===== src/hw/rtl/assert_macros.svh =====
// Assertion macros shared by the RTL modules.
`ifndef ASSERT_MACROS_SVH
`define ASSERT_MACROS_SVH

`ifndef ASSERT_OFF

// The expression must hold at every clock edge outside reset.
`define ASSERT_ALWAYS(lbl, clk, rstn, expr) \
	lbl: assert property (@(posedge clk) disable iff (!(rstn)) (expr)) \
	else $error("assertion failed")

// When the antecedent holds, the consequent must hold in the following cycle.
`define ASSERT_NEXT(lbl, clk, rstn, ante, cons) \
	lbl: assert property (@(posedge clk) disable iff (!(rstn)) (ante) |=> (cons)) \
	else $error("assertion failed")

`else

`define ASSERT_ALWAYS(lbl, clk, rstn, expr)
`define ASSERT_NEXT(lbl, clk, rstn, ante, cons)

`endif

`endif


===== src/hw/rtl/lvjd_pkg.sv =====
`timescale 1ns / 1ps
`default_nettype none

package lvjd_pkg;

	localparam int WIN_DEPTH = 11;
	localparam int HDR_LEN = WIN_DEPTH + 1;

	localparam logic [7:0] MARK_FF = 8'hFF;
	localparam logic [7:0] MARK_SOI = 8'hD8;

	localparam logic CFG_MAGIC = 1'b0;
	localparam logic CFG_OFFSET = 1'b1;

	localparam logic [31:0] MAGIC_RESET = 32'h2435_6879;
	localparam logic [7:0] OFFSET_RESET = 8'd136;

	localparam int FIFO_DEPTH = 4;
	localparam int PTR_W = $clog2(FIFO_DEPTH);
	localparam int CNT_W = $clog2(FIFO_DEPTH + 1);

	typedef struct packed {
		logic [7:0] data;
		logic last;
	} res_t;

	typedef struct packed {
		logic [1:0] count;
		res_t res0;
		res_t res1;
	} step_t;

endpackage

`default_nettype wire


===== src/hw/rtl/lvjd_parser.sv =====
`timescale 1ns / 1ps
`default_nettype none
`include "assert_macros.svh"

module lvjd_parser #(
	parameter int SIZE_BYTES = 3
) (
	input wire logic clk,
	input wire logic arst_n,
	input wire logic fire,
	input wire logic [7:0] data_byte,
	input wire logic [31:0] header_magic,
	input wire logic [7:0] image_offset,
	output lvjd_pkg::step_t step
);

	typedef enum logic [1:0] {
		MODE_SCAN = 2'd0,
		MODE_SKIP = 2'd1,
		MODE_EMIT = 2'd2
	} mode_t;

	localparam logic [7:0] HDR_LEN_B = 8'(lvjd_pkg::HDR_LEN);
	localparam logic [7:0] SIZE_END = 8'(lvjd_pkg::HDR_LEN + SIZE_BYTES);

	mode_t mode_q, mode_d;
	logic [7:0] win_q [lvjd_pkg::WIN_DEPTH];
	logic [7:0] hpos_q, hpos_d;
	logic [23:0] size_q, size_d;
	logic [23:0] rem_q, rem_d;
	logic prev_q, prev_d;
	logic [7:0] hpos_inc;
	logic marker;
	logic header;

	always_comb begin
		mode_d = mode_q;
		hpos_d = hpos_q;
		size_d = size_q;
		rem_d = rem_q;
		prev_d = prev_q;
		step = '0;
		hpos_inc = (hpos_q < HDR_LEN_B) ? hpos_q + 8'd1 : hpos_q;
		marker = (size_q != '0) && prev_q && (win_q[0] == lvjd_pkg::MARK_FF)
			&& (data_byte == lvjd_pkg::MARK_SOI);
		header = (hpos_inc >= HDR_LEN_B)
			&& (win_q[lvjd_pkg::WIN_DEPTH - 1] == lvjd_pkg::MARK_FF)
			&& (win_q[2] == header_magic[31:24])
			&& (win_q[1] == header_magic[23:16])
			&& (win_q[0] == header_magic[15:8])
			&& (data_byte == header_magic[7:0]);
		case (mode_q)
			MODE_SKIP: begin
				if (hpos_q >= HDR_LEN_B && hpos_q < SIZE_END) begin
					size_d = {size_q[15:0], data_byte};
				end
				if (hpos_q >= image_offset) begin
					mode_d = MODE_SCAN;
					prev_d = 1'b1;
					hpos_d = '0;
				end else begin
					hpos_d = hpos_q + 8'd1;
				end
			end
			MODE_EMIT: begin
				if (rem_q != '0) begin
					rem_d = rem_q - 24'd1;
				end
				step.count = 2'd1;
				step.res0.data = data_byte;
				step.res0.last = (rem_d == '0);
				if (rem_d == '0) begin
					mode_d = MODE_SCAN;
					hpos_d = '0;
					prev_d = 1'b0;
					size_d = '0;
				end
			end
			default: begin
				mode_d = MODE_SCAN;
				hpos_d = hpos_inc;
				if (marker) begin
					step.res0.data = lvjd_pkg::MARK_FF;
					if (size_q == 24'd1) begin
						step.count = 2'd1;
						step.res0.last = 1'b1;
						size_d = '0;
						hpos_d = 8'd1;
						prev_d = 1'b1;
					end else begin
						step.count = 2'd2;
						step.res1.data = lvjd_pkg::MARK_SOI;
						step.res1.last = (size_q == 24'd2);
						if (size_q == 24'd2) begin
							hpos_d = '0;
							prev_d = 1'b0;
							size_d = '0;
							rem_d = '0;
						end else begin
							rem_d = size_q - 24'd2;
							mode_d = MODE_EMIT;
						end
					end
				end else if (header) begin
					mode_d = MODE_SKIP;
					size_d = '0;
					hpos_d = HDR_LEN_B;
					prev_d = 1'b0;
				end else begin
					prev_d = 1'b1;
				end
			end
		endcase
	end

	always_ff @(posedge clk or negedge arst_n) begin
		if (!arst_n) begin
			mode_q <= MODE_SCAN;
			hpos_q <= '0;
			size_q <= '0;
			rem_q <= '0;
			prev_q <= 1'b0;
			for (int i = 0; i < lvjd_pkg::WIN_DEPTH; i++) begin
				win_q[i] <= '0;
			end
		end else if (fire) begin
			mode_q <= mode_d;
			hpos_q <= hpos_d;
			size_q <= size_d;
			rem_q <= rem_d;
			prev_q <= prev_d;
			win_q[0] <= data_byte;
			for (int i = 1; i < lvjd_pkg::WIN_DEPTH; i++) begin
				win_q[i] <= win_q[i - 1];
			end
		end
	end

	// While an image is streaming at least one byte is always still owed.
	`ASSERT_ALWAYS(a_emit_rem, clk, arst_n, (mode_q != MODE_EMIT) || (rem_q != '0));
	`ASSERT_ALWAYS(a_hpos_bound, clk, arst_n, (mode_q == MODE_SKIP) || (hpos_q <= HDR_LEN_B));
	`ASSERT_NEXT(a_emit_done, clk, arst_n,
		fire && (mode_q == MODE_EMIT) && step.res0.last, mode_q == MODE_SCAN);

endmodule

`default_nettype wire


===== src/hw/rtl/lvjd_result_fifo.sv =====
`timescale 1ns / 1ps
`default_nettype none
`include "assert_macros.svh"

module lvjd_result_fifo (
	input wire logic clk,
	input wire logic arst_n,
	input wire logic push,
	input wire lvjd_pkg::step_t step,
	output logic room,
	output logic out_valid,
	input wire logic out_stall,
	output logic [7:0] image_byte,
	output logic image_last
);

	lvjd_pkg::res_t mem_q [lvjd_pkg::FIFO_DEPTH];
	logic [lvjd_pkg::PTR_W-1:0] wptr_q, rptr_q;
	logic [lvjd_pkg::CNT_W-1:0] count_q;
	logic [lvjd_pkg::CNT_W-1:0] push_n;
	logic [lvjd_pkg::CNT_W:0] count_sum;
	logic pop;

	assign out_valid = (count_q != '0);
	assign pop = out_valid && !out_stall;
	assign push_n = push ? lvjd_pkg::CNT_W'(step.count) : '0;
	assign count_sum = {1'b0, count_q} + {1'b0, push_n} - (lvjd_pkg::CNT_W + 1)'(pop);
	// A step may bring two items, so two slots must be free after this cycle's pop.
	assign room = (count_q - lvjd_pkg::CNT_W'(pop)) <= lvjd_pkg::CNT_W'(lvjd_pkg::FIFO_DEPTH - 2);
	assign image_byte = mem_q[rptr_q].data;
	assign image_last = mem_q[rptr_q].last;

	always_ff @(posedge clk) begin
		if (push && step.count != 2'd0) begin
			mem_q[wptr_q] <= step.res0;
		end
		if (push && step.count == 2'd2) begin
			mem_q[wptr_q + lvjd_pkg::PTR_W'(1)] <= step.res1;
		end
	end

	always_ff @(posedge clk or negedge arst_n) begin
		if (!arst_n) begin
			wptr_q <= '0;
			rptr_q <= '0;
			count_q <= '0;
		end else begin
			wptr_q <= wptr_q + lvjd_pkg::PTR_W'(push_n);
			rptr_q <= rptr_q + lvjd_pkg::PTR_W'(pop);
			count_q <= lvjd_pkg::CNT_W'(count_sum);
		end
	end

	`ASSERT_ALWAYS(a_no_overflow, clk, arst_n, count_sum <= (lvjd_pkg::CNT_W + 1)'(lvjd_pkg::FIFO_DEPTH));
	`ASSERT_ALWAYS(a_push_room, clk, arst_n, !push || (step.count == 2'd0) || room);

endmodule

`default_nettype wire


===== src/hw/rtl/liveview_jpeg_deframer_unit.sv =====
`timescale 1ns / 1ps
`default_nettype none

// Extracts JPEG images from a live-view byte stream, one byte per cycle while the input
// is not stalled. A byte is taken into an input register, parsed from there once the
// four-entry result queue has room for two items, and its results are written into that
// queue, whose head entry drives the output. Most bytes give zero or one result item;
// the byte that completes an FF D8 start marker gives up to two (FF and D8), which leave
// the queue one after the other. The input is stalled only while the queue would have
// fewer than two free entries after the current cycle's departure, so with an output
// side that never stalls the block takes one byte every cycle. Configuration registers
// are written through the cfg port, which is always ready, and should only be written
// while no item is pending.

module liveview_jpeg_deframer_unit #(
	parameter int SIZE_BYTES = 3
) (
	input wire logic clk,
	input wire logic arst_n,
	input wire logic in_valid,
	output logic in_stall,
	input wire logic [7:0] data_byte,
	output logic out_valid,
	input wire logic out_stall,
	output logic [7:0] image_byte,
	output logic image_last,
	input wire logic cfg_valid,
	output logic cfg_ready,
	input wire logic cfg_index,
	input wire logic [31:0] cfg_data
);

	logic [31:0] magic_q;
	logic [7:0] offset_q;
	logic valid_s1;
	logic [7:0] data_s1;
	logic room;
	logic fire;
	lvjd_pkg::step_t step;

	assign cfg_ready = 1'b1;
	assign fire = valid_s1 && room;
	assign in_stall = valid_s1 && !room;

	always_ff @(posedge clk or negedge arst_n) begin
		if (!arst_n) begin
			magic_q <= lvjd_pkg::MAGIC_RESET;
			offset_q <= lvjd_pkg::OFFSET_RESET;
		end else if (cfg_valid && cfg_ready) begin
			case (cfg_index)
				lvjd_pkg::CFG_MAGIC: magic_q <= cfg_data;
				lvjd_pkg::CFG_OFFSET: offset_q <= cfg_data[7:0];
				default: ;
			endcase
		end
	end

	always_ff @(posedge clk or negedge arst_n) begin
		if (!arst_n) begin
			valid_s1 <= 1'b0;
		end else begin
			valid_s1 <= (in_valid && !in_stall) || in_stall;
		end
	end

	always_ff @(posedge clk) begin
		if (in_valid && !in_stall) begin
			data_s1 <= data_byte;
		end
	end

	lvjd_parser #(
		.SIZE_BYTES(SIZE_BYTES)
	) u_parser (
		.clk(clk),
		.arst_n(arst_n),
		.fire(fire),
		.data_byte(data_s1),
		.header_magic(magic_q),
		.image_offset(offset_q),
		.step(step)
	);

	lvjd_result_fifo u_fifo (
		.clk(clk),
		.arst_n(arst_n),
		.push(fire),
		.step(step),
		.room(room),
		.out_valid(out_valid),
		.out_stall(out_stall),
		.image_byte(image_byte),
		.image_last(image_last)
	);

endmodule

`default_nettype wire

===== config.mk =====
export PLATFORM = sky130hd
export DESIGN_NAME = liveview_jpeg_deframer_unit
export DESIGN_NICKNAME = d
export VERILOG_FILES = /design/src/hw/rtl/lvjd_pkg.sv /design/src/hw/rtl/lvjd_parser.sv /design/src/hw/rtl/lvjd_result_fifo.sv /design/src/hw/rtl/liveview_jpeg_deframer_unit.sv
export VERILOG_INCLUDE_DIRS = /design/src /design/src/hw/rtl
export SDC_FILE = /design/constraint.sdc
export NUM_CORES = 1
export LEC_CHECK = 0
export ABC_CLOCK_PERIOD_IN_PS = 4700
export BUFFER_PORTS_ARGS = -buffer_cell sky130_fd_sc_hd__buf_4
export CORE_MARGIN = 2
export CORE_UTILIZATION = 55
export DETAILED_ROUTE_END_ITERATION = 12
export PLACE_DENSITY = 0.82
export SLEW_MARGIN = 20
export SYNTH_ARGS = -nofsm -noshare
export SYNTH_HDL_FRONTEND = slang
export SYNTH_SLANG_ARGS = --single-unit

===== constraint.sdc =====
create_clock -name clk -period 4.7 [get_ports clk]
set_clock_uncertainty 0.2 [all_clocks]
set_input_delay 0.235 -clock clk [delete_from_list [all_inputs] [get_ports clk]]
set_output_delay 0.235 -clock clk [all_outputs]
set_load 0.005 [all_outputs]

==> impl_metrics.tcl, run 1 <==
set metrics [dict create \
    viasPerCell 5.834 \
    arrival_ns 4.63 \
    setup_viol 0 \
    antenna_found_initial 0 \
    leakagePower_nw 6.187 \
    synth_cell_types 76 \
    insertion_delay_ns 0.54 \
    synth-compound-area-share 0.08339 \
    synth_fa_ha_area_frac 0.02254 \
    ys_seq_area_frac 0.5056 \
    finalSetupTns_ns 0 \
    async_flop_share 0.8159 \
    status "finished clean" \
    clock.fmax_ghz 0.2280 \
    antenna_cells 0 \
    min-delay-start "cfg_valid" \
    ant_nets 0 \
    placed_cell_area_um2 12700 \
    finish.instance_area_um2 14020 \
    hp-class "in2reg" \
    die-area_um2 22990 \
    drt_wl_total_um 29590 \
    cts_tree "done" \
    post-cts-setup-buffers 0 \
    slew_headroom 0.3071 \
    cts.sinks 239 \
    cp-start-kind "register" \
    dpl.cell_count 1531 \
    finalNonFillerCells 1620 \
    synth_top_family_by_area "simple AND/OR/NAND/NOR gates" \
    io_pins 58 \
    ys_ff_latch 239 \
    clk_pin_slew_ns 0.06 \
    htree_levels 1 \
    maxCapViolCount 0 \
    fin_crit_sh 0.9333 \
    dr.pass1.iters 5 \
    grt_pass1_vias 9453 \
    worst-r2r-cell-count 11 \
    grt_pass1_wl_um 48290 \
    drt_iter0_drc 851 \
    r2r-end "u_parser.size_q[17]" \
    cts-root-buf "clkbuf_16" \
    peakVddDrop_mv 0.4715 \
    grt_overflow 0 \
    worstSetupStartpoint "u_parser.rem_q[0]" \
    rsz0062_at_grt "false" \
    fillers 1637 \
    r2r_slack_ns 0.31 \
    fp.coreArea_um2 21620 \
    power_density_nw_per_um2 581.0 \
    areaGrowthSynthToFinish_pct 16.94 \
    cp.required_ns 4.94 \
    slew_viol_final 0 \
    synthSimpleGateAreaFrac 0.2120 \
    timing.rr.start "u_parser.rem_q[0]" \
    avgSynthCellArea_um2 9.730 \
    wl_per_cell_um 18.27 \
    synth.area.mux_share 0.09268 \
    place_hpwl_um 19700 \
    io_buffers 56 \
    num-nets-final 1388 \
    yosysWarnings 0 \
    yosys-top-cells-area "dfrtp_1 37%, nand2_1 10%, edfxtp_1 7.0%" \
    vias 9451 \
    crit_fanout 24 \
    grt_max_degree 106 \
    synth-main-ff-cell "dfrtp_1" \
    dieWidth_um 151.6 \
    die_h_um 151.6 \
    grt_usage 0.2661 \
    min_to "offset_q[1]" \
    critical_path_class "reg2reg" \
    cp-end-kind "register" \
    place_congestion 0.9402 \
    hold_depth 3 \
    drc 0 \
    netlist_area_um2 11990 \
    drive_gt1_frac 0.1560 \
    start_util 0.5545 \
    syn_nets 1299 \
    numCtsBuffers 25 \
    syn_inst 1232 \
    synth_top_area_cell "dfrtp_1" \
    synth_edf_count 28 \
    worst_slew_pin_slew_ns 1.032 \
    synth_top_area_share 0.3737 \
    num_rows 54 \
    clockBufferDepth 3 \
    fin_hold_ws_ns 0.1305 \
    hold_viol 0 \
    synth_xor_area_frac 0.04603 \
    fin_crit_ns 4.386 \
]
==> worst max-delay path by stage <==
stage               slack, ns                   to
global route             0.10  u_parser.size_q[17]
floorplan                0.77   u_parser.hpos_q[4]
finish                   0.31  u_parser.size_q[17]
global placement         0.51  u_parser.size_q[20]
detailed placement       0.36  u_parser.size_q[17]
CTS                      0.35  u_parser.size_q[17]
==> per-layer routing <==
layer / wire length [µm] / track usage / up-vias
met5: 0 / 0 / -
met4: 1282 / 0.1046 / 0
met3: 1778 / 0.03922 / 96
met2: 14310 / 0.4425 / 350
met1: 12220 / 0.3541 / 4573
li1: - / - / 4432
==> report_power, final <==
group / switching (mW) / leakage [nW] / internal, mW / total, mW
Sequential: 0.739 / 2.82 / 2.75 / 3.49
Combinational: 1.49 / 2.92 / 1.03 / 2.52
Clock: 0.839 / 0.442 / 1.29 / 2.13
==> worst max-delay path, cell delays in order (launching register included) <==
cell and delay, ns:
dfrtp_1 0.44, inv_1 0.13, ha_1 0.22, or3b_2 0.59
or4_1 0.71, nor2_2 0.27, a41oi_1 0.11, a2111oi_4 0.56
nand4_2 0.22, a21oi_4 0.18, buf_4 0.39, mux2i_1 0.27
==> cells in the final DEF, fill, tap and decap left out, drive strengths merged, types with 4 or more instances in the layout <==
cell type / count
dfxtp: 16
o2111ai: 4
o22ai: 10
mux4: 9
or3b: 5
dlygate4sd3: 43
bufinv: 4
o21ai: 37
xor2: 17
a22o: 4
dfrtp: 179
nor2: 75
ha: 20
and2: 6
a21o: 6
mux2i: 42
nand2: 321
o31ai: 7
xnor2: 46
nand2b: 10
a21oi: 28
inv: 57
clkinv: 6
a221o: 7
or4: 16
nor3: 31
nand4: 17
o211ai: 14
and3: 7
clkbuf: 35
nor4: 25
nand3: 17
mux2: 43
or3: 9
edfxtp: 28
buf: 75
nor2b: 4
dfstp: 16
==> Yosys cell counts, types with 4 or more instances <==
| library cell | instances |
|---|---|
| nor2_1 | 74 |
| nand4_1 | 15 |
| nand2_1 | 321 |
| xnor2_1 | 46 |
| a21oi_1 | 27 |
| or3_1 | 9 |
| or3b_2 | 5 |
| xor2_1 | 17 |
| buf_1 | 5 |
| o22ai_1 | 10 |
| clkbuf_1 | 46 |
| o211ai_1 | 12 |
| nor4_1 | 23 |
| nand2b_1 | 10 |
| inv_1 | 55 |
| mux4_2 | 9 |
| a22o_1 | 4 |
| a21o_1 | 6 |
| o31ai_1 | 7 |
| or4_1 | 14 |
| nand3_1 | 17 |
| edfxtp_1 | 28 |
| mux2i_1 | 42 |
| a221o_1 | 7 |
| dfxtp_1 | 16 |
| o21ai_1 | 14 |
| o21ai_0 | 23 |
| dfstp_2 | 16 |
| ha_1 | 20 |
| mux2_2 | 40 |
| nor2b_1 | 4 |
| and2_1 | 6 |
| o2111ai_1 | 4 |
| and3_1 | 7 |
| dfrtp_1 | 179 |
| nor3_1 | 31 |
==> cells by family after synthesis <==
group | Yosys count
flops | 239
buf+inv | 112
mux | 94
other cells | 1
xor+xnor | 63
compound gates | 144
simple gates | 558
fa+ha+maj | 21
==> registers in the layout (all words and copies together), names as in the netlist <==
name and count:
u_parser.win_q 88, u_fifo.mem_q 36, magic_q 32, u_parser.rem_q 24, u_parser.size_q 24, data_s1 8, offset_q 8, u_parser.hpos_q 8
u_fifo.count_q 3, u_fifo.rptr_q 2, u_fifo.wptr_q 2, u_parser.mode_q 2, u_parser.prev_q 1, valid_s1 1
==> metrics by stage <==
| stage | setup WS [ns] | utilization | total power [mW] |
|---|---|---|---|
| CTS | 0.3505 | 0.6483 | 8.156 |
| detailed placement | 0.3622 | 0.5873 | 5.968 |
| finish | 0.3136 | 0.6484 | 8.144 |
| floorplan | 0.7708 | - | 5.178 |
| global placement | 0.5096 | 0.5873 | 5.856 |
| global route | 0.1030 | 0.6484 | 8.655 |
==> timing repair <==
| action | 4_1_cts | 5_1_grt |
|---|---|---|
| resized for setup | 0 | 0 |
| hold buffers | 43 | 0 |
| endpoints found under the hold margin | 139 | 0 |
==> area by class of cell <==
class / count / area, µm² / area share
Clock buffer: 34 / 710.7 / 0.05070
Clock inverter: 12 / 178.9 / 0.01276
Timing Repair Buffer: 119 / 1020 / 0.07274
Multi-Input combinational cell: 881 / 5492 / 0.3917
Inverter: 55 / 206.4 / 0.01473
Sequential cell: 239 / 6061 / 0.4323
Tap cell: 280 / 350.3 / 0.02499
Note: power is estimated with default switching activity, not from simulation.
==> inputs of run 2 (changes only) <==
- SETUP_SLACK_MARGIN: default -> 0.4
==> impl_metrics.tcl, run 2 (synthesis gave the netlist of run 1 again) <==
set metrics [dict create \
    crit_fanout 24 \
    antenna_found_initial 0 \
    finalSetupTns_ns 0 \
    fin_crit_sh 0.8779 \
    slew_viol_final 0 \
    num-nets-final 1390 \
    grt_pass1_vias 9453 \
    cts-root-buf "clkbuf_16" \
    drc 0 \
    drt_wl_total_um 29750 \
    worst_slew_pin_slew_ns 1.024 \
    grt_overflow 0 \
    insertion_delay_ns 0.53 \
    fin_crit_ns 4.126 \
    cp-start-kind "register" \
    peakVddDrop_mv 0.4734 \
    dieWidth_um 151.6 \
    cts_tree "done" \
    pwr-share-clk 0.261 \
    largest_register "u_parser.win_q" \
    largest_reg_flops 88 \
    io_pins 58 \
    arrival_ns 4.37 \
    clk_pin_slew_ns 0.06 \
    p_comb_frac 0.310 \
    antenna_cells 0 \
    dr.pass1.iters 5 \
    leakagePower_nw 6.205 \
    numCtsBuffers 25 \
    grt_pass1_wl_um 48280 \
    die_h_um 151.6 \
    drive_gt1_frac 0.1595 \
    cp_num_buf_inv 2 \
    die-area_um2 22990 \
    clock.fmax_ghz 0.2424 \
    power_density_nw_per_um2 580.8 \
    htree_levels 1 \
    status "finished clean" \
    place_congestion 0.9402 \
    setup_viol 0 \
    fp.coreArea_um2 21620 \
    critical-path-top-delay-family "simple AND/OR/NAND/NOR gates" \
    hp-class "in2reg" \
    maxCapViolCount 0 \
    num_rows 54 \
    fin_hold_ws_ns 0.1321 \
    grt_max_degree 106 \
    start_util 0.5545 \
    io_buffers 56 \
    power.internal_mw 5.076 \
    grt_usage 0.2659 \
    cts.sinks 239 \
    viasPerCell 5.849 \
    wl_per_cell_um 18.34 \
    slew_headroom 0.3125 \
    ant_nets 0 \
    p_switching_mw 3.088 \
    switching_share 0.3783 \
    place_hpwl_um 19700 \
    cp-end-kind "register" \
    reg_top3 "u_parser.win_q (88), u_fifo.mem_q (36), magic_q (32)" \
    max_stage_delay_ns 0.71 \
    critical_path_class "reg2reg" \
    areaGrowthSynthToFinish_pct 17.26 \
    rsz0062_at_grt "false" \
    final_cell_mix "320 x nand2_1, 179 x dfrtp_1, 75 x buf_4" \
    clockBufferDepth 3 \
    cp_slowest_cell "or4_1" \
    cp.required_ns 4.94 \
    drt_iter0_drc 832 \
    final_common_cell "nand2_1" \
    vias 9487 \
    hold_viol 0 \
    cp_cell_sequence "inv_1 > ha_1 > or3b_2 > or4_1 > o211ai_2 > xnor2_1 > a2111oi_4 > nand4_2 > a21oi_4 > buf_6 > mux2i_1" \
    seq_power_share 0.429 \
]
run 2: cell type report:
class                   instances  area [µm²]
fillers                      1634        7564
flip-flops and latches        239        6061
multi-input cells             881        5512
repair buffers                121        1039
clock buffers                  34       710.7
well taps                     280       350.3
inverters                      55       206.4
clock inverters                12       178.9
run 2: power by group through the flow:
stage / clock network, mW / registers [mW] / logic (mW)
after detailed placement: 0 / 3.50 / 2.47
after floorplan: 0 / 3.20 / 1.98
after CTS: 2.15 / 3.48 / 2.52
after global placement: 0 / 3.48 / 2.38
final: 2.13 / 3.50 / 2.53
after global routing: 2.23 / 3.59 / 2.84
run 2: path summary, 6_finish.rpt:
path                       depth (start not counted)               start  slack [ns]             endpoint
max                                               11   u_parser.rem_q[0]        0.57  u_parser.size_q[17]
min                                                3           cfg_valid        0.13          offset_q[1]
max reg2reg                                       11   u_parser.rem_q[0]        0.57  u_parser.size_q[17]
min reg2reg                                        2  u_parser.win_q[56]        0.26   u_parser.win_q[48]
max in group asynchronous                          3              arst_n        3.11          magic_q[29]
min in group asynchronous                          2              arst_n        0.16   u_parser.rem_q[12]
run 2: through the flow:
step                worst slack, ns  area (µm²)    util  cells  power, mW
finish                       0.5739       14060  0.6502   1622      8.164
global route                 0.4058       14060  0.6502   1622      8.662
CTS                          0.4372       14020  0.6485   1620      8.156
detailed placement           0.3622       12700  0.5873   1531      5.968
global placement             0.5096       12700  0.5873   1531      5.856
floorplan                    0.7708       11990       -   1232      5.178
run 2: worst reg2reg max path, stage by stage, from the launching register on:
cell and delay [ns]:
dfrtp_1 0.44, inv_1 0.13, ha_1 0.22, or3b_2 0.60
or4_1 0.71, o211ai_2 0.21, xnor2_1 0.14, a2111oi_4 0.42
nand4_2 0.21, a21oi_4 0.19, buf_6 0.30, mux2i_1 0.28
run 2: what timing repair did:
action / in CTS / in global routing
buffers inserted: 0 / 2
gates resized for setup: 1 / 4
hold buffers: 43 / 0
pin swaps: 0 / 1
endpoints found under the hold margin: 139 / 0
setup endpoints to repair: 11 / 38
run 2: routing by layer:
| metal | track usage | share of wire | vias to the layer above |
|---|---|---|---|
| met5 | 0 | 0 | - |
| met3 | 0.03922 | 0.060 | 96 |
| met1 | 0.3545 | 0.42 | 4594 |
| met4 | 0.1046 | 0.042 | 0 |
| met2 | 0.4416 | 0.48 | 364 |
| li1 | - | - | 4433 |
==> inputs of run 3 (changes only) <==
- CORE_ASPECT_RATIO: default -> 0.5
==> impl_metrics.tcl, run 3 (synthesis gave the netlist of run 1 again) <==
set metrics [dict create \
    status "finished clean" \
    leakagePower_nw 6.156 \
    clock.fmax_ghz 0.2434 \
    grt_usage 0.2754 \
    wl_per_cell_um 18.67 \
    fp.coreArea_um2 21540 \
    fillers 1615 \
    viasPerCell 5.904 \
    drive_gt1_frac 0.1576 \
    reg_top3 "u_parser.win_q (88), u_fifo.mem_q (36), magic_q (32)" \
    hp-class "in2async" \
    worst_slew_pin_slew_ns 1.029 \
    final_common_cell "nand2_1" \
    dr.pass1.iters 5 \
    place_congestion 0.9339 \
    clockBufferDepth 3 \
    antenna_found_initial 0 \
    htree_levels 1 \
    post-place-ws_ns 0.3320 \
    finalSetupTns_ns 0 \
    peakVddDrop_mv 0.3496 \
    finalNonFillerCells 1639 \
    slew_headroom 0.3095 \
    max_stage_delay_ns 0.59 \
    largest_register "u_parser.win_q" \
    insertion_delay_ns 0.53 \
    maxCapViolCount 0 \
    clk_pin_slew_ns 0.07 \
    place_hpwl_um 19590 \
    rsz0062_at_grt "false" \
    final_core_utilization 0.6507 \
    drt_iter0_drc 803 \
    io_buffers 56 \
    p_total_mw 8.037 \
    critical-path-top-delay-family "simple AND/OR/NAND/NOR gates" \
    hold_viol 0 \
    setup_viol 0 \
    num_rows 38 \
    die-area_um2 23060 \
    cts.sinks 239 \
    dpl.cell_count 1553 \
    critical_path_class "reg2reg" \
    cp.depth 10 \
    dieWidth_um 212.8 \
    die_h_um 108.4 \
    crit_fanout 11 \
    arrival_ns 4.30 \
    power_density_nw_per_um2 573.4 \
    areaGrowthSynthToFinish_pct 16.92 \
    cp-start-kind "register" \
    ant_nets 0 \
    cts-root-buf "clkbuf_16" \
    grt_pass1_vias 9593 \
    numCtsBuffers 22 \
    fin_crit_sh 0.8742 \
    path_common_cell "or4_1" \
    vias 9676 \
    cp_cell_sequence "inv_1 > ha_1 > or3b_2 > or4_4 > nor3_4 > xor2_1 > or4_1 > or4_1 > o211ai_1 > o21ai_1" \
    fin_crit_ns 4.109 \
    grt_max_degree 128 \
    cp-end-kind "register" \
    cp_slowest_cell "or3b_2" \
    final.setup.worst_slack_ns 0.5910 \
    cp.required_ns 4.89 \
    slew_viol_final 0 \
    cts_tree "done" \
    multi_input_area_um2 5524 \
    antenna_cells 0 \
    start_util 0.5566 \
    io_pins 58 \
    final_cell_mix "320 x nand2_1, 179 x dfrtp_1, 78 x buf_4" \
    cp_num_buf_inv 1 \
    area.sequential_um2 6061 \
    drc 0 \
    grt_overflow 0 \
    num-nets-final 1390 \
    largest_reg_flops 88 \
    grt_pass1_wl_um 49960 \
    drt_wl_total_um 30600 \
    worst-r2r-cell-count 10 \
]
[run 3: cell types whose count changed in the layout (fill, tap and decap cells not counted), moves of 2 or more]
cell,delta
buf_4,+3
clkbuf_16,-3
clkinv_1,+2
clkinv_2,-4
[run 3: routing by layer]
metal,GRT usage,share of wire
met1,0.3662,0.42
met2,0.4540,0.48
met3,0.04240,0.063
met4,0.1219,0.044
met5,0,0
[run 3: cell type report]
| class | count | share of cell area |
|---|---|---|
| Sequential cell | 239 | 0.4324 |
| Multi-Input combinational cell | 881 | 0.3941 |
| Timing Repair Buffer | 124 | 0.07686 |
| Clock buffer | 30 | 0.04508 |
| Tap cell | 300 | 0.02678 |
| Inverter | 55 | 0.01473 |
| Clock inverter | 10 | 0.009998 |
[run 3: final timing paths]
check                                         from  slack [ns]                 end
worst max-delay path             u_parser.rem_q[0]        0.59  u_parser.hpos_q[4]
worst min-delay path                        arst_n        0.01  u_parser.win_q[78]
worst max register to register   u_parser.rem_q[0]        0.59  u_parser.hpos_q[4]
worst min register to register  u_parser.win_q[53]        0.26  u_parser.win_q[45]
max in group asynchronous                   arst_n        3.08          magic_q[6]
min in group clk                         cfg_valid        0.15         offset_q[4]
[run 3: metrics by stage]
stage                     hold slack, ns  instance area, µm²
after floorplan                  -0.2606               11990
after CTS                         0.1397               13930
after detailed placement          0.2254               12730
after global routing             0.06703               14020
final                            0.01108               14020
after global placement            0.2314               12730
[run 3: power by group]
group / switching [mW] / leakage [nW] / internal, mW
combinational: 1.57 / 2.96 / 1.03
clock: 0.824 / 0.375 / 1.12
sequential: 0.753 / 2.82 / 2.75
total: 3.14 / 6.16 / 4.90
[run 3: worst reg2reg max path, stage by stage, from the launching register on]
cell      delay, ns
dfrtp_1        0.45
inv_1          0.15
ha_1           0.25
or3b_2         0.59
or4_4          0.58
nor3_4         0.25
xor2_1         0.16
or4_1          0.54
or4_1          0.52
o211ai_1       0.21
o21ai_1        0.09
[run 3: what timing repair did]
item / CTS / global route
endpoints found under the setup margin: 11 / 44
setup buffers: 0 / 2
pin swaps: 1 / 1
gates resized for setup: 0 / 8
endpoints found under the hold margin: 163 / 0
hold buffers: 43 / 0
